==> src/particle_density_binning_3d_assert.svh <==
// Assertion macros shared by the binning block.
// PDB_ASSERT checks a property on the rising clock edge, off during reset.
// PDB_IMPLY checks that one condition implies another in the same cycle.
`ifndef PARTICLE_DENSITY_BINNING_3D_ASSERT_SVH
`define PARTICLE_DENSITY_BINNING_3D_ASSERT_SVH
`ifndef SYNTHESIS
`define PDB_ASSERT(label, clk, rst_n, prop) \
    label: assert property (@(posedge clk) disable iff (!rst_n) (prop)) \
        else $error("%m: assertion failed");
`define PDB_IMPLY(label, clk, rst_n, ante, cons) \
    `PDB_ASSERT(label, clk, rst_n, (ante) |-> (cons))
`else
`define PDB_ASSERT(label, clk, rst_n, prop)
`define PDB_IMPLY(label, clk, rst_n, ante, cons)
`endif
`endif

==> src/pdb_pkg.sv <==
package pdb_pkg;

    // Parameter defaults
    localparam int MAX_AXIS_CELLS_DEF = 32;
    localparam int COUNT_BITS_DEF     = 16;
    localparam int POS_FRAC_BITS_DEF  = 16;
    localparam int QUEUE_DEPTH        = 2;

    // Fixed field widths
    localparam int POS_BITS       = 24;
    localparam int INDEX_BITS     = 15;
    localparam int OUT_COUNT_BITS = 16;
    localparam int DENS_BITS      = 48;
    localparam int INV_SIZE_BITS  = 24;
    localparam int CELLS_BITS     = 6;
    localparam int INV_VOL_BITS   = 32;
    localparam int CFG_INDEX_BITS = 2;
    localparam int CFG_DATA_BITS  = 32;

    // Register indexes
    localparam logic [CFG_INDEX_BITS-1:0] CFG_INV_CELL_SIZE   = 2'd0;
    localparam logic [CFG_INDEX_BITS-1:0] CFG_CELLS_PER_AXIS  = 2'd1;
    localparam logic [CFG_INDEX_BITS-1:0] CFG_INV_CELL_VOLUME = 2'd2;

    // Register reset values
    localparam logic [INV_SIZE_BITS-1:0] INV_CELL_SIZE_RST   = 24'd44059;
    localparam logic [CELLS_BITS-1:0]    CELLS_PER_AXIS_RST  = 6'd16;
    localparam logic [INV_VOL_BITS-1:0]  INV_CELL_VOLUME_RST = 32'd19912;

    // Operation codes
    localparam logic OP_DEPOSIT = 1'b0;
    localparam logic OP_READ    = 1'b1;

    typedef struct packed {
        logic                  op;
        logic [POS_BITS-1:0]   pos_x;
        logic [POS_BITS-1:0]   pos_y;
        logic [POS_BITS-1:0]   pos_z;
        logic [INDEX_BITS-1:0] read_cell;
    } item_t;

    typedef struct packed {
        logic [INDEX_BITS-1:0]     cell_index;
        logic [OUT_COUNT_BITS-1:0] cell_count;
        logic [DENS_BITS-1:0]      cell_density;
        logic                      out_of_grid;
    } result_t;

    typedef struct packed {
        logic [INV_SIZE_BITS-1:0] inv_cell_size;
        logic [CELLS_BITS-1:0]    cells_per_axis;
        logic [INV_VOL_BITS-1:0]  inv_cell_volume;
    } cfg_t;

    // Control part of a queued word; the store address follows it
    typedef struct packed {
        logic                  op;
        logic                  drop;
        logic                  inval;
        logic [INDEX_BITS-1:0] index;
    } qctl_t;

    typedef struct packed {
        logic empty;
        logic full;
    } qstat_t;

    typedef enum logic [1:0] {
        F_IDLE,
        F_WRAP,
        F_IDX1,
        F_IDX2
    } fstate_t;

    typedef enum logic [2:0] {
        B_CLEAR,
        B_IDLE,
        B_READ,
        B_UPDATE,
        B_DENS,
        B_OUT
    } bstate_t;

endpackage

==> src/pdb_queue.sv <==
`include "particle_density_binning_3d_assert.svh"

module pdb_queue #(
    parameter int DW    = 8,
    parameter int DEPTH = pdb_pkg::QUEUE_DEPTH
) (
    input  logic               clk,
    input  logic               rst_n,
    input  logic               push,
    input  logic [DW-1:0]      push_data,
    input  logic               pop,
    output logic [DW-1:0]      pop_data,
    output pdb_pkg::qstat_t    stat
);

    localparam int PTRW = (DEPTH > 1) ? $clog2(DEPTH) : 1;
    localparam int CNTW = $clog2(DEPTH + 1);

    logic [DW-1:0]   slots [DEPTH];
    logic [PTRW-1:0] wr_ptr_reg, wr_ptr_next;
    logic [PTRW-1:0] rd_ptr_reg, rd_ptr_next;
    logic [CNTW-1:0] count_reg, count_next;

    // Pointer and fill count update
    always_comb
    begin
        wr_ptr_next = wr_ptr_reg;
        rd_ptr_next = rd_ptr_reg;
        count_next  = count_reg;
        if (push)
        begin
            wr_ptr_next = (wr_ptr_reg == PTRW'(DEPTH - 1)) ? '0 : wr_ptr_reg + 1'b1;
        end
        if (pop)
        begin
            rd_ptr_next = (rd_ptr_reg == PTRW'(DEPTH - 1)) ? '0 : rd_ptr_reg + 1'b1;
        end
        if (push && !pop)
        begin
            count_next = count_reg + 1'b1;
        end
        else if (pop && !push)
        begin
            count_next = count_reg - 1'b1;
        end
    end

    always_ff @(posedge clk or negedge rst_n)
    begin
        if (!rst_n)
        begin
            wr_ptr_reg <= '0;
            rd_ptr_reg <= '0;
            count_reg  <= '0;
        end
        else
        begin
            wr_ptr_reg <= wr_ptr_next;
            rd_ptr_reg <= rd_ptr_next;
            count_reg  <= count_next;
        end
    end

    // Word storage
    always_ff @(posedge clk)
    begin
        if (push)
        begin
            slots[wr_ptr_reg] <= push_data;
        end
    end

    assign pop_data   = slots[rd_ptr_reg];
    assign stat.empty = (count_reg == '0);
    assign stat.full  = (count_reg == CNTW'(DEPTH));

    `PDB_IMPLY(a_no_push_full, clk, rst_n, push, !stat.full)
    `PDB_IMPLY(a_no_pop_empty, clk, rst_n, pop, !stat.empty)

endmodule

==> config.mk <==
export PLATFORM = sky130hd
export DESIGN_NAME = pdb_queue
export DESIGN_NICKNAME = d
export VERILOG_FILES = /design/src/pdb_pkg.sv /design/src/pdb_queue.sv
export VERILOG_INCLUDE_DIRS = /design/src /design/src/src
export SDC_FILE = /design/constraint.sdc
export NUM_CORES = 1
export LEC_CHECK = 0
export BUFFER_PORTS_ARGS = -buffer_cell sky130_fd_sc_hd__buf_4
export CORE_MARGIN = 2
export CORE_UTILIZATION = 48
export DETAILED_ROUTE_END_ITERATION = 16
export PLACE_DENSITY = 0.8
export SLEW_MARGIN = 20
export SYNTH_ARGS = -nofsm -noshare
export SYNTH_HDL_FRONTEND = slang
export SYNTH_SLANG_ARGS = --single-unit
export TNS_END_PERCENT = 20
==> constraint.sdc <==
create_clock -name clk -period 1.55 [get_ports clk]
set_input_delay 0.31 -clock clk [delete_from_list [all_inputs] [get_ports clk]]
set_output_delay 0.31 -clock clk [all_outputs]
set_load 0.02 [all_outputs]
# Word-level counts from Yosys, hierarchy flattened

Memories as Yosys holds them, arrays and structs flattened.
Cells that the tools add are included.

Add/subtract/negate cells: 4
Equality and inequality tests: 1
Muxes and demuxes: 6
Reduce and logical (&&, ||, !) cells: 6

Operators with widths:

| kind                  | number |
|---|---|
| $mux W1               | 4 |
| $mux W2               | 2 |
| $add A1 B1 Y1 const B | 2 |
| $add A2 B1 Y2 const B | 1 |
| $eq A2 B2 Y1 const B  | 1 |
| $logic_and A1 B1 Y1   | 2 |
| $logic_not A1 Y1      | 2 |
| $logic_not A2 Y1      | 1 |
| $reduce_bool A2 Y1    | 1 |
| $sub A2 B1 Y2 const B | 1 |

Bits in registers: 4
RAM bits: 16
Bits of input ports: 12
Output and inout bits: 10
Word-level logic and storage cells: 21
Memories: 1

Memories:

| memory | words | width | read ports | clocked after Yosys merged registers in | write ports | RTL line        | RTL |
|---|---|---|---|---|---|---|---|
| slots  | 2     | 8     | 1          | 0                                       | 1           | pdb_queue.sv:19 | `logic [DW-1:0] slots [DEPTH];` |

# Longest topological paths before layout

Word-level depth: 4
Gate-level depth with buffers: 5
Mapped depth without buffers: 5

# Least setup slack after synthesis

OpenSTA, ideal clock, no wires.

Kind: flip-flop to flip-flop
From: reg wr_ptr_reg
To: mem slots[0][0], enable pin
Library setup time: 0.373 ns
Data arrival time: 0.789 ns
Required time: 1.177 ns
Setup slack: 0.388 ns
Cell stages (with the launch flop): 2
Path buffers: 0
Clock period less this slack: 1.162 ns
Path through: dfrtp_1 -> nor2b_1

RTL lines:

| element                | RTL line        | RTL |
|---|---|---|
| from (decl)            | pdb_queue.sv:20 | `logic [PTRW-1:0] wr_ptr_reg, wr_ptr_next;` |
| from (signal assigned) | pdb_queue.sv:58 | `wr_ptr_reg <= wr_ptr_next;` |
| to (decl)              | pdb_queue.sv:19 |  |

Straight into the memory's write port.

# Final worst setup path

From: reg rd_ptr_reg
To: out pop_data[7]

Longest elaborated chain between the ends: 1

RTL lines:

| element                | RTL line        | RTL |
|---|---|---|
| from (decl)            | pdb_queue.sv:21 | `logic [PTRW-1:0] rd_ptr_reg, rd_ptr_next;` |
| from (signal assigned) | pdb_queue.sv:59 | `rd_ptr_reg <= rd_ptr_next;` |
| $mem_v2 Z2 W8          | -               |  |
| to (decl)              | pdb_queue.sv:12 | `output logic [DW-1:0] pop_data,` |

No other way between the ends.

==> flow_summary_export.csv <==
group,metric,value,unit
timing,hold_viol,0,
pwr,vdd_drop_max,1.09,mV
worst_setup_path,crit_path_end_kind,"output port",
worst_setup_path,critPathLaunchType,"flop",
grt,grt_pass1_wl,1.99,mm
logic_synthesis,ys_ff_latch,20,
timing,fin_crit_sh,1.03,
clock_network,htreeDepth,1,
logic_synthesis,synth_nets,54,
timing,fmax,625,MHz
final_layout,utilization,0.709,
worst_setup_path,path_max_fanout,3,
clock_network,root_buffer,"clkbuf_4",
logic_synthesis,yosysSeqAreaShare,0.753,
worst_setup_path,worstPathRequired,1240,ps
grt,grt_pass1_vias,470,
die,die_w,44.1,um
clock_network,cts.sinks,20,
logic_synthesis,syn-cell-area,771,um^2
worst_setup_path,reg2reg_depth,2,
drt,drtPass1Iterations,3,
timing,setup_tns,-343,ps
hold_path,holdPathStages,1,
placed_design,finalWeightedCongestion,0.612,
final_layout,largest_reg_flops,16,
final_layout,n_antenna_cell,0,
worst_setup_path,crit_type,"flop to output port",
run_status,outcome,"complete, but fails checks",
clock_network,clk_latency,290,ps
drt,via_count,430,
timing,finalClockSkew,2.11,ps
final_layout,final_layout_size_suffix_gt1_frac,0.556,
timing,fin_crit,1600,ps
logic_synthesis,synthTopCellsByCount,"edfxtp_1, mux2_2, dfrtp_1, xor2_1, nor2_1",
clock_network,clk_pin_slew,110,ps
worst_setup_path,path_common_cell,"buf_6",
final_layout,stdcell_area,1070,um^2
clock_network,numCtsBuffers,3,
timing,worstMarginPinSlew,384,ps
logic_synthesis,ys_async_sr_fraction,0.200,
clock_network,clk_path_buf_depth,2,
grt,grt_use_total,0.149,
timing,setup_viol,8,
drt,wl_per_cell,14.3,um
die,core_area,1510,um^2
grt,grt_max_degree,12,
final_layout,final_nets,86,
die,die_h,44.1,um
logic_synthesis,synthCells,41,
worst_setup_path,critical_path_arrival,1290,ps
die,ios,22,
die,initial_core_util,0.512,
clock_network,cts_tree,"yes",
pwr,powerDensity,1790,nW/um^2
logic_synthesis,ys.flop_type,"edfxtp_1",
drt,drt_wl_total,1.26,mm
logic_synthesis,ys_types,12,
placed_design,post-dp-hpwl,932,um
flow_run,drv_cap,0,
timing,timing.hold.ws,194,ps
timing,slew_headroom,0.744,
run_status,violations,"negative setup slack",
logic_synthesis,yosys.area.top_type,"edfxtp_1",
die,die-area,1940,um^2
logic_synthesis,yosysMostFrequentCell,"edfxtp_1",
pwr,leakage,0.448,nW
logic_synthesis,synth_edf_count,16,
drt,drtAntennaViolNets,0,
timing,maxSlewViolCount,0,
placed_design,portBuffers,21,
drt,drc,0,
worst_setup_path,crit_path_cell_trace,"buf_6, mux2_4, buf_6",
logic_synthesis,avgSynthCellArea,18.8,um^2
logic_synthesis,synth_top_area_share,0.623,
timing,grt_setup_unrepaired,"yes",
logic_synthesis,synth_area_leaders,"edfxtp_1, dfrtp_1, mux2_2",
drt,first_iter_violations,1,
logic_synthesis,ys_warn_count,0,
grt,antenna_found_initial,0,
grt,grt-ovfl-total,0,
die,floorplan.rows,14,
timing,layout_setup_ws,-51.0,ps
final_layout,syn2layout_area_growth,38.6,%
worst_setup_path,cp_slowest_cell,"dfrtp_2",
drt,via_per_inst,4.89,
placed_design,place_area,945,um^2
hold_path,min_path_type,"input port to flop",
worst_setup_path,slowest_delay,440,ps
placed_design,pre_cts_ws,125,ps
cell usage in the layout, fill, tap and decap left out:
master | netlist | layout
clkinv_1 | 0 | 1
mux2_2 | 8 | 6
mux2_4 | 0 | 2
xnor2_1 | 1 | 1
xor2_1 | 4 | 4
nor2_1 | 2 | 2
inv_1 | 1 | 1
nor2b_1 | 1 | 1
and2_1 | 1 | 1
and2b_2 | 1 | 1
ha_1 | 1 | 1
dfrtp_1 | 4 | 3
dlygate4sd3_1 | 0 | 1
buf_4 | 0 | 16
buf_6 | 1 | 11
edfxtp_1 | 16 | 16
clkbuf_4 | 0 | 3
dfrtp_2 | 0 | 1
logic make-up after synthesis:
| kind of cell | after synthesis | share of synthesized area |
|---|---|---|
| DFF | 20 | 0.753 |
| muxes | 8 | 0.117 |
| xor gates and xnor gates | 5 | 0.0568 |
| and+or+nand+nor | 5 | 0.0374 |
| buffers and inverters | 2 | 0.0195 |
| adders and majority gates | 1 | 0.0162 |
layer usage:
metal | wire (um) | global-route usage | up-vias | share of wire
met3 | 57 | 0.0367 | 2 | 0.045
met5 | 0 | 0 | - | 0
li1 | - | - | 209 | -
met2 | 676 | 0.268 | 13 | 0.54
met1 | 503 | 0.161 | 206 | 0.40
met4 | 19 | 0.0727 | 0 | 0.015
final cells by class:
type,count,area [um^2]
clock buffers,3,22.5
flip-flops and latches,20,582
inverters,1,3.75
fillers,104,438
clock inverters,1,3.75
multi-input cells,19,183
repair buffers,28,254
well taps,16,20.0
worst max-delay path, delay by kind of cell, from the launching register on:
family / cells / cell delay, ps
DFF: 1 / 440
muxes: 1 / 300
buffers and inverters: 2 / 260
path summary, 6_finish.rpt:
path	startpoint	endpoint	slack (ps)
max	rd_ptr_reg$_DFFE_PN0P_	pop_data[7]	-50
min	push_data[6]	slots[1][6]$_DFFE_PP_	190
max reg2reg	wr_ptr_reg$_DFFE_PN0P_	slots[0][2]$_DFFE_PP_	410
min reg2reg	wr_ptr_reg$_DFFE_PN0P_	wr_ptr_reg$_DFFE_PN0P_	500
max in group asynchronous	rst_n	rd_ptr_reg$_DFFE_PN0P_	1110
min in group asynchronous	rst_n	count_reg[0]$_DFFE_PN0P_	330
report_power, final:
group          internal [mW]  leakage, nW  total [mW]  switching [mW]
Sequential             0.733        0.196       0.806          0.0736
Combinational          0.490        0.236       0.867           0.377
Clock                 0.0937       0.0154       0.244           0.151
Total                   1.32        0.448        1.92           0.601
what timing repair did:
item	in CTS	in global routing
cloned	0	0
hold buffers	1	0
gates resized for setup	14	2
setup buffers	4	1
endpoints found under the setup margin	8	8
hold endpoints to repair	4	0
metrics by stage:
step / cells / power [mW]
2_1_floorplan: 41 / 1.23
3_3_place_gp: 78 / 1.45
3_5_place_dp: 78 / 1.47
4_1_cts: 87 / 1.90
5_1_grt: 88 / 2.00
6_report: 88 / 1.92
Power figures use the tool's default switching activity.
