==> src/particle_density_binning_3d_assert.svh <==
// Assertion macros shared by the binning block.
// PDB_ASSERT checks a property on the rising clock edge, off during reset.
// PDB_IMPLY checks that one condition implies another in the same cycle.
`ifndef PARTICLE_DENSITY_BINNING_3D_ASSERT_SVH
`define PARTICLE_DENSITY_BINNING_3D_ASSERT_SVH
`ifndef SYNTHESIS
`define PDB_ASSERT(label, clk, rst_n, prop) \
    label: assert property (@(posedge clk) disable iff (!rst_n) (prop)) \
        else $error("%m: assertion failed");
`define PDB_IMPLY(label, clk, rst_n, ante, cons) \
    `PDB_ASSERT(label, clk, rst_n, (ante) |-> (cons))
`else
`define PDB_ASSERT(label, clk, rst_n, prop)
`define PDB_IMPLY(label, clk, rst_n, ante, cons)
`endif
`endif

==> src/pdb_pkg.sv <==
package pdb_pkg;

    // Parameter defaults
    localparam int MAX_AXIS_CELLS_DEF = 32;
    localparam int COUNT_BITS_DEF     = 16;
    localparam int POS_FRAC_BITS_DEF  = 16;
    localparam int QUEUE_DEPTH        = 2;

    // Fixed field widths
    localparam int POS_BITS       = 24;
    localparam int INDEX_BITS     = 15;
    localparam int OUT_COUNT_BITS = 16;
    localparam int DENS_BITS      = 48;
    localparam int INV_SIZE_BITS  = 24;
    localparam int CELLS_BITS     = 6;
    localparam int INV_VOL_BITS   = 32;
    localparam int CFG_INDEX_BITS = 2;
    localparam int CFG_DATA_BITS  = 32;

    // Register indexes
    localparam logic [CFG_INDEX_BITS-1:0] CFG_INV_CELL_SIZE   = 2'd0;
    localparam logic [CFG_INDEX_BITS-1:0] CFG_CELLS_PER_AXIS  = 2'd1;
    localparam logic [CFG_INDEX_BITS-1:0] CFG_INV_CELL_VOLUME = 2'd2;

    // Register reset values
    localparam logic [INV_SIZE_BITS-1:0] INV_CELL_SIZE_RST   = 24'd44059;
    localparam logic [CELLS_BITS-1:0]    CELLS_PER_AXIS_RST  = 6'd16;
    localparam logic [INV_VOL_BITS-1:0]  INV_CELL_VOLUME_RST = 32'd19912;

    // Operation codes
    localparam logic OP_DEPOSIT = 1'b0;
    localparam logic OP_READ    = 1'b1;

    typedef struct packed {
        logic                  op;
        logic [POS_BITS-1:0]   pos_x;
        logic [POS_BITS-1:0]   pos_y;
        logic [POS_BITS-1:0]   pos_z;
        logic [INDEX_BITS-1:0] read_cell;
    } item_t;

    typedef struct packed {
        logic [INDEX_BITS-1:0]     cell_index;
        logic [OUT_COUNT_BITS-1:0] cell_count;
        logic [DENS_BITS-1:0]      cell_density;
        logic                      out_of_grid;
    } result_t;

    typedef struct packed {
        logic [INV_SIZE_BITS-1:0] inv_cell_size;
        logic [CELLS_BITS-1:0]    cells_per_axis;
        logic [INV_VOL_BITS-1:0]  inv_cell_volume;
    } cfg_t;

    // Control part of a queued word; the store address follows it
    typedef struct packed {
        logic                  op;
        logic                  drop;
        logic                  inval;
        logic [INDEX_BITS-1:0] index;
    } qctl_t;

    typedef struct packed {
        logic empty;
        logic full;
    } qstat_t;

    typedef enum logic [1:0] {
        F_IDLE,
        F_WRAP,
        F_IDX1,
        F_IDX2
    } fstate_t;

    typedef enum logic [2:0] {
        B_CLEAR,
        B_IDLE,
        B_READ,
        B_UPDATE,
        B_DENS,
        B_OUT
    } bstate_t;

endpackage

==> src/pdb_front.sv <==
module pdb_front #(
    parameter int  MAX_AXIS_CELLS = pdb_pkg::MAX_AXIS_CELLS_DEF,
    parameter int  POS_FRAC_BITS  = pdb_pkg::POS_FRAC_BITS_DEF,
    localparam int AW = $clog2(MAX_AXIS_CELLS * MAX_AXIS_CELLS * MAX_AXIS_CELLS),
    localparam int QW = $bits(pdb_pkg::qctl_t) + AW
) (
    input  logic            clk,
    input  logic            rst_n,
    input  logic            accept,
    input  pdb_pkg::item_t  item,
    input  pdb_pkg::cfg_t   cfg,
    output logic            front_busy,
    output logic            push,
    output logic [QW-1:0]   push_data
);

    localparam int DEPTH = MAX_AXIS_CELLS * MAX_AXIS_CELLS * MAX_AXIS_CELLS;
    localparam int NW    = $clog2(MAX_AXIS_CELLS + 1);
    localparam int CBW   = $clog2(MAX_AXIS_CELLS);
    localparam int TW    = $clog2(MAX_AXIS_CELLS * MAX_AXIS_CELLS);
    localparam int PW    = 2 * pdb_pkg::POS_BITS;
    localparam int SH    = 2 * POS_FRAC_BITS;
    localparam int CW    = (PW - SH > 0) ? PW - SH : 1;
    localparam int EW    = (CW > NW) ? CW : NW;
    localparam int M1W   = NW + CBW;
    localparam int M2W   = NW + TW;

    pdb_pkg::fstate_t state_reg, state_next;

    logic                           op_reg, op_next;
    logic [pdb_pkg::INDEX_BITS-1:0] rc_reg, rc_next;
    logic [PW-1:0]                  prod_x_reg, prod_x_next;
    logic [PW-1:0]                  prod_y_reg, prod_y_next;
    logic [PW-1:0]                  prod_z_reg, prod_z_next;
    logic [CBW-1:0]                 cx_reg, cx_next;
    logic [CBW-1:0]                 cy_reg, cy_next;
    logic [CBW-1:0]                 cz_reg, cz_next;
    logic                           ok_reg, ok_next;
    logic [TW-1:0]                  t_reg, t_next;

    logic [NW-1:0]  n;
    logic [CBW:0]   wx, wy, wz;
    logic [M1W-1:0] m1;
    logic [M2W-1:0] m2;
    logic [AW-1:0]  idx;
    pdb_pkg::qctl_t ctl;
    logic [AW-1:0]  addr;

    // Floor of the scaled position, wrapped once; msb flags a valid cell
    function automatic logic [CBW:0] wrap_coord(input logic [PW-1:0] prod,
                                                input logic [NW-1:0] cells);
        logic [EW-1:0] c;
        logic [EW-1:0] nn;
        logic [EW-1:0] c1;
        c  = EW'(prod >> SH);
        nn = EW'(cells);
        c1 = (c >= nn) ? c - nn : c;
        return {(c1 < nn), CBW'(c1)};
    endfunction

    // Clamp the grid size to 1..MAX_AXIS_CELLS
    always_comb
    begin
        if (cfg.cells_per_axis == '0)
        begin
            n = NW'(1);
        end
        else if (int'(cfg.cells_per_axis) > MAX_AXIS_CELLS)
        begin
            n = NW'(MAX_AXIS_CELLS);
        end
        else
        begin
            n = NW'(cfg.cells_per_axis);
        end
    end

    assign wx  = wrap_coord(prod_x_reg, n);
    assign wy  = wrap_coord(prod_y_reg, n);
    assign wz  = wrap_coord(prod_z_reg, n);
    // Horner form of x + n*(y + n*z), one product per stage
    assign m1  = M1W'(n) * M1W'(cz_reg);
    assign m2  = M2W'(n) * M2W'(t_reg);
    assign idx = AW'(m2) + AW'(cx_reg);

    // Queue word for the back part
    always_comb
    begin
        if (op_reg == pdb_pkg::OP_READ)
        begin
            ctl.op    = pdb_pkg::OP_READ;
            ctl.drop  = 1'b0;
            ctl.inval = (int'(rc_reg) >= DEPTH);
            ctl.index = rc_reg;
            addr      = AW'(rc_reg);
        end
        else
        begin
            ctl.op    = pdb_pkg::OP_DEPOSIT;
            ctl.drop  = !ok_reg;
            ctl.inval = 1'b0;
            ctl.index = ok_reg ? pdb_pkg::INDEX_BITS'(idx) : '0;
            addr      = idx;
        end
    end

    assign push_data  = {ctl, addr};
    assign front_busy = (state_reg != pdb_pkg::F_IDLE);

    // Sequencer: products, wrap, two index steps, push
    always_comb
    begin
        state_next  = state_reg;
        op_next     = op_reg;
        rc_next     = rc_reg;
        prod_x_next = prod_x_reg;
        prod_y_next = prod_y_reg;
        prod_z_next = prod_z_reg;
        cx_next     = cx_reg;
        cy_next     = cy_reg;
        cz_next     = cz_reg;
        ok_next     = ok_reg;
        t_next      = t_reg;
        push        = 1'b0;
        unique case (state_reg)
            pdb_pkg::F_IDLE:
            begin
                if (accept)
                begin
                    op_next     = item.op;
                    rc_next     = item.read_cell;
                    prod_x_next = PW'(item.pos_x) * PW'(cfg.inv_cell_size);
                    prod_y_next = PW'(item.pos_y) * PW'(cfg.inv_cell_size);
                    prod_z_next = PW'(item.pos_z) * PW'(cfg.inv_cell_size);
                    state_next  = pdb_pkg::F_WRAP;
                end
            end
            pdb_pkg::F_WRAP:
            begin
                cx_next    = wx[CBW-1:0];
                cy_next    = wy[CBW-1:0];
                cz_next    = wz[CBW-1:0];
                ok_next    = wx[CBW] && wy[CBW] && wz[CBW];
                state_next = pdb_pkg::F_IDX1;
            end
            pdb_pkg::F_IDX1:
            begin
                t_next     = TW'(m1) + TW'(cy_reg);
                state_next = pdb_pkg::F_IDX2;
            end
            pdb_pkg::F_IDX2:
            begin
                push       = 1'b1;
                state_next = pdb_pkg::F_IDLE;
            end
        endcase
    end

    always_ff @(posedge clk or negedge rst_n)
    begin
        if (!rst_n)
        begin
            state_reg <= pdb_pkg::F_IDLE;
        end
        else
        begin
            state_reg <= state_next;
        end
    end

    always_ff @(posedge clk)
    begin
        op_reg     <= op_next;
        rc_reg     <= rc_next;
        prod_x_reg <= prod_x_next;
        prod_y_reg <= prod_y_next;
        prod_z_reg <= prod_z_next;
        cx_reg     <= cx_next;
        cy_reg     <= cy_next;
        cz_reg     <= cz_next;
        ok_reg     <= ok_next;
        t_reg      <= t_next;
    end

endmodule

==> config.mk <==
export PLATFORM = sky130hd
export DESIGN_NAME = pdb_front
export DESIGN_NICKNAME = d
export VERILOG_FILES = /design/src/particle_density_binning_3d_assert.svh /design/src/pdb_pkg.sv /design/src/pdb_front.sv
export SDC_FILE = /design/constraint.sdc
export NUM_CORES = 2
export LEC_CHECK = 0
export BUFFER_PORTS_ARGS = -buffer_cell sky130_fd_sc_hd__buf_2
export CAP_MARGIN = 10
export CELL_PAD_IN_SITES_DETAIL_PLACEMENT = 2
export CELL_PAD_IN_SITES_GLOBAL_PLACEMENT = 2
export CORE_AREA = 2 2 429 388
export CTS_BUF_LIST = sky130_fd_sc_hd__clkbuf_4 sky130_fd_sc_hd__clkbuf_8
export DETAILED_ROUTE_END_ITERATION = 10
export DIE_AREA = 0 0 431 390
export PLACE_DENSITY_LB_ADDON = 0.1
export SLEW_MARGIN = 20
export SYNTH_ARGS = -nofsm -noshare
export SYNTH_HDL_FRONTEND = slang
export SYNTH_SLANG_ARGS = --single-unit
export TNS_END_PERCENT = 10
==> constraint.sdc <==
create_clock -name clk -period 6.8 [get_ports clk]
set_input_delay 1.02 -clock clk [delete_from_list [all_inputs] [get_ports clk]]
set_output_delay 1.02 -clock clk [all_outputs]
set_load 0.01 [all_outputs]
* Word-level counts from Yosys, hierarchy flattened
Index checks and enable logic that the tools add are counted.
** Storage, ports and cells
- Bits in registers :: 188
- Latch bits :: 0
- RAM bits :: 0
- Bits in read-only memories :: 0
- Logic and storage cells :: 50
- Memories :: 0
** Operators by class
- Add/sub/neg operators :: 5
- Multipliers :: 5
- Divide/modulo/power cells :: 0
- $lt $le $gt $ge :: 7
- Equality and inequality tests :: 4
- Shift-type cells :: 0
- Mux-type cells :: 11
- Bitwise operators :: 0
- Reduce and logical (&&, ||, !) cells :: 7
** Operators by type and width (number)
- $mul 24x24->48 :: 3
- $ge 16x6->1 :: 3
- $lt 16x6->1 :: 3
- $mux 16 :: 3
- $sub 16x6->16 :: 3
- $mux 15 :: 2
- $mux 18 :: 1
- $add 15x5->15 :: 1
- $mul 6x10->15 :: 1
- $mux 6 :: 2
- $add 10x5->10 :: 1
- $mul 6x5->10 :: 1
- $pmux 2 s4 :: 1
- $gt 6x6->1 const B :: 1
- $logic_not 6->1 :: 1
- $eq 2x2->1 const B :: 2
- $eq 2x1->1 const B :: 1
- $logic_and 1x1->1 :: 2
- $logic_not 2->1 :: 1
- $mux 2 :: 1
- $ne 2x2->1 const B :: 1
- $reduce_and 2->1 :: 1
- $reduce_bool 2->1 :: 1
- $logic_not 1->1 :: 1
- $mux 1 :: 1

* Longest topological paths before layout
- Word-level depth :: 8
- Mapped depth :: 27
- Gate-level depth less buffers :: 25

* Worst setup path after synthesis
No wires, ideal clock.
- Path type :: input to register
- Start :: input cfg[41] in the netlist's numbering
- End :: register prod_x_reg[36], data pin
- Setup time :: 265 ps
- Data arrival time :: 7394 ps
- Data required time :: 6535 ps
- Path slack :: -859 ps
- Stages :: 27
- Path buffers :: 2
- Path through :: clkbuf_1 clkbuf_1 nand2_1 fa_1 inv_1 fa_1 inv_1 fa_1 inv_1 fa_1 inv_1 fa_1 inv_1 fa_1 inv_1 fa_1 inv_1 ha_1 a21oi_1 o21ai_0 a21o_1 a21o_1 a311o_1 or2_2 a21oi_1 o21bai_1 xor2_1
** Between the ends
- Cells in the longest elaborated chain, start to end :: 1
** RTL lines
- start: declaration :: line pdb_front.sv:11 : input pdb_pkg::cfg_t cfg,
- $mul 24x24->48 :: line pdb_front.sv:132 : prod_x_next = PW'(item.pos_x) * PW'(cfg.inv_cell_size);
- end signal: assignment :: line pdb_front.sv:175 : prod_x_reg <= prod_x_next;
- end: declaration :: line pdb_front.sv:32 : logic [PW-1:0] prod_x_reg, prod_x_next;
No other way between the ends.
A chain may end at the register's enable or synchronous reset.

* Final worst setup path
- Start :: input cfg[45] in the netlist's numbering
- End :: register prod_y_reg[45], data pin
** Between the ends
- Cells in the longest elaborated chain, start to end :: 1
** RTL lines
- $mul 24x24->48 :: line pdb_front.sv:133 : prod_y_next = PW'(item.pos_y) * PW'(cfg.inv_cell_size);
- end signal: assignment :: line pdb_front.sv:176 : prod_y_reg <= prod_y_next;
- end: declaration :: line pdb_front.sv:33 : logic [PW-1:0] prod_y_reg, prod_y_next;
No other way between the ends.

==> flow_summary_export.csv <==
group,metric,value,unit
sta,period_share,107,%
critical_path,cp-start-kind,"input port",
layout,syn2layout_area_growth,17.9,%
clocking,cts_tree,"done",
hold_path,hp-class,"in2async",
sta,period_needed,7.26,ns
clocking,cts_sinks,92,
synthesis,ys.flop_type,"edfxtp_1",
critical_path,arrival,7.55,ns
sta,rsz0062_at_grt,"yes",
sta,setup_slack,-0.463,ns
outcome,violations,"negative setup slack",
synthesis,yosys_warnings,0,
critical_path,worstPathRequired,7.09,ns
synthesis,synthCells,6857,
sta,worst_slew_margin_rel,34.3,%
global_routing,first_global_vias,57300,
outcome,outcome,"complete, but fails checks",
synthesis,synth_edf_count,90,
routing,drcViolationCount,0,
critical_path,worstSetupEndpointType,"flip-flop",
placed_design,hpwl,192,mm
critical_path,path_class,"in2reg",
layout,finalNetCount,9683,
sta,final-hold-violation-count,0,
routing,vias,47800,
die,core,0.164,sq mm
flow_run,max-cap-violations,0,
critical_path,worst-path-max-fanout,9,
routing,wirelength,227,mm
layout,drive_gt1_share,16.0,%
routing,drtIter0Drc,1879,
sta,slew_viol_final,0,
synthesis,synth_nets,9109,
sta,max_freq,138,MHz
clocking,clk_path_buf_depth,2,
routing,ant_nets,0,
layout,final_cell_mix,"inv_1 (1,730), fa_1 (1,437), nand2_1 (1,004), and2_1 (840), buf_4 (641)",
global_routing,grt_overflow,0,
die,ios,188,
layout,final_common_cell,"inv_1",
global_routing,grt_pass1_wl,350,mm
synthesis,synth_area_per_cell,9.02,sq um
synthesis,async_reset_ff_share,2.17,%
clocking,clk_pin_slew,0.12,ns
synthesis,yosysSeqAreaShare,4.45,%
sta,clock_skew,0.0417,ns
routing,avgRoutedWirePerCell,23.7,um
clocking,clkLatencyLatePin,0.53,ns
die,start_util,37.8,%
routing,drt-vias-per-instance,4.98,
clocking,cts.hold.buffers_added,0,
sta,worstMarginPinSlew,0.986,ns
sta,setup_viol_count_final,46,
die,die_h,390,um
synthesis,synth.distinct_cells,69,
die,rows,141,
synthesis,synth_area,0.0618,sq mm
routing,dr.pass1.iters,5,
placed_design,place_congestion,0.858,
die,dieArea,0.168,sq mm
synthesis,synth_seq_cells,92,
die,die_w,431,um
global_routing,grt_max_degree,65,
global_routing,antenna_found_initial,17,
placed_design,numPortBuffers,154,
clocking,cts_root_buf,"clkbuf_8",
clocking,cts_max_level,3,
global_routing,grtUsageTotal,27.5,%
clocking,cts_buffers,9,
layout,final_core_util,44.6,%
-- critical path: stages --
cell,delay [ns]
buf_12,0.10
buf_16,0.16
buf_16,0.18
and2_4,0.15
fa_1,0.46
fa_1,0.53
inv_2,0.06
fa_1,0.51
fa_1,0.53
inv_2,0.05
fa_1,0.49
fa_1,0.55
inv_2,0.05
fa_1,0.55
inv_2,0.07
ha_4,0.29
buf_6,0.10
nand4_1,0.09
nor2_2,0.15
a31oi_2,0.12
a21oi_2,0.23
o2111ai_4,0.19
and3b_2,0.30
o31a_1,0.30
nor2b_2,0.18
xnor2_1,0.11
-- final cells by class --
| cell class | instances | area, sq um |
|---|---|---|
| fill | 17700 | 90700 |
| clock buffer | 9 | 124 |
| clock inverter | 6 | 48.8 |
| sequential | 92 | 2750 |
| antenna | 14 | 35.0 |
| inverter | 1756 | 6590 |
| tap | 2145 | 2680 |
| timing repair buffer | 916 | 8340 |
| multi-input combinational | 4656 | 52300 |
-- per-layer routing --
| layer | up-vias | part of all wire, % | GRT usage [%] |
|---|---|---|---|
| li1 | 21100 | - | - |
| met1 | 25800 | 45 | 37.3 |
| met2 | 711 | 50 | 48.2 |
| met3 | 195 | 3.1 | 1.94 |
| met4 | 0 | 2.6 | 5.67 |
| met5 | - | 0 | 0 |
-- cells in the mapped netlist (4+ instances only) --
master | count | area share [%]
inv_1 | 1756 | 11
fa_1 | 1496 | 48
nand2_1 | 1012 | 6.1
and2_1 | 862 | 8.7
ha_1 | 603 | 12
clkbuf_1 | 347 | 2.1
a21oi_1 | 107 | 0.87
edfxtp_1 | 90 | 4.4
a21o_1 | 67 | 0.81
o21ai_0 | 60 | 0.49
nor2_1 | 57 | 0.35
xnor2_1 | 56 | 0.79
nand3_1 | 38 | 0.31
nor3_1 | 29 | 0.23
nor2b_1 | 27 | 0.27
xor2_1 | 27 | 0.38
nand4_1 | 21 | 0.21
o21bai_1 | 13 | 0.16
and3_1 | 11 | 0.11
o211ai_1 | 11 | 0.13
o21a_1 | 11 | 0.13
o31ai_1 | 10 | 0.12
mux2_2 | 9 | 0.16
nor4_1 | 9 | 0.091
or3_1 | 8 | 0.081
a211oi_1 | 7 | 0.085
nand2b_1 | 7 | 0.071
a211o_1 | 6 | 0.085
a21boi_0 | 6 | 0.073
or2_2 | 6 | 0.061
a22o_1 | 5 | 0.071
mux2i_1 | 5 | 0.081
o2111ai_1 | 5 | 0.071
a2111oi_0 | 4 | 0.057
a31oi_1 | 4 | 0.040
nand4b_1 | 4 | 0.057
-- metrics by stage --
stage          hold WS (ns)  TNS (ns)  cells  worst slack [ns]  instance area (sq um)
2_1_floorplan         0.526    -10.82   6857            -0.421                  62400
3_3_place_gp          0.555    -50.54   9507             -1.35                  70400
3_5_place_dp          0.557    -57.72   9507             -1.54                  70400
4_1_cts               0.218     -8.97   9570            -0.409                  72300
5_1_grt               0.238    -21.33   9591            -0.652                  72900
6_report              0.276    -11.49   9594            -0.463                  72900
-- worst paths after layout --
path / slack [ns] / depth (start not counted) / start / to
min reg2reg: 0.58 / 1 / cy_reg[0] / t_reg[0]
min: 0.28 / 1 / rst_n / state_reg[0]
max reg2reg: 1.63 / 15 / prod_z_reg[43] / ok_reg
max: -0.46 / 26 / cfg[45] / prod_y_reg[45]
min in group clk: 0.58 / 1 / cy_reg[0] / t_reg[0]
max in group asynchronous: 6.42 / 1 / rst_n / state_reg[1]
-- cells by family (layout without fill, tap and decap cells) --
| family | count (synthesis) | after routing | synth area share [%] |
|---|---|---|---|
| xor gates and xnor gates | 83 | 83 | 1.18 |
| muxes | 14 | 14 | 0.245 |
| AOI/OAI and AO/OA | 352 | 352 | 3.74 |
| DFF | 92 | 92 | 4.45 |
| adders and majority gates | 2099 | 2099 | 60.6 |
| buffers and inverters | 2109 | 2687 | 12.8 |
| and+or+nand+nor | 2107 | 2107 | 16.9 |
| other | 1 | 15 | 0.00606 |
-- repair_timing --
item,CTS,global route
buffers inserted,40,8
hold endpoints to repair,0,0
cloned,8,1
pin swaps,151,66
resized for setup,293,116
setup endpoints to repair,56,58
Power is not shown: default switching activity piles up to over one toggle a cycle in this logic, so the estimate is an artifact.
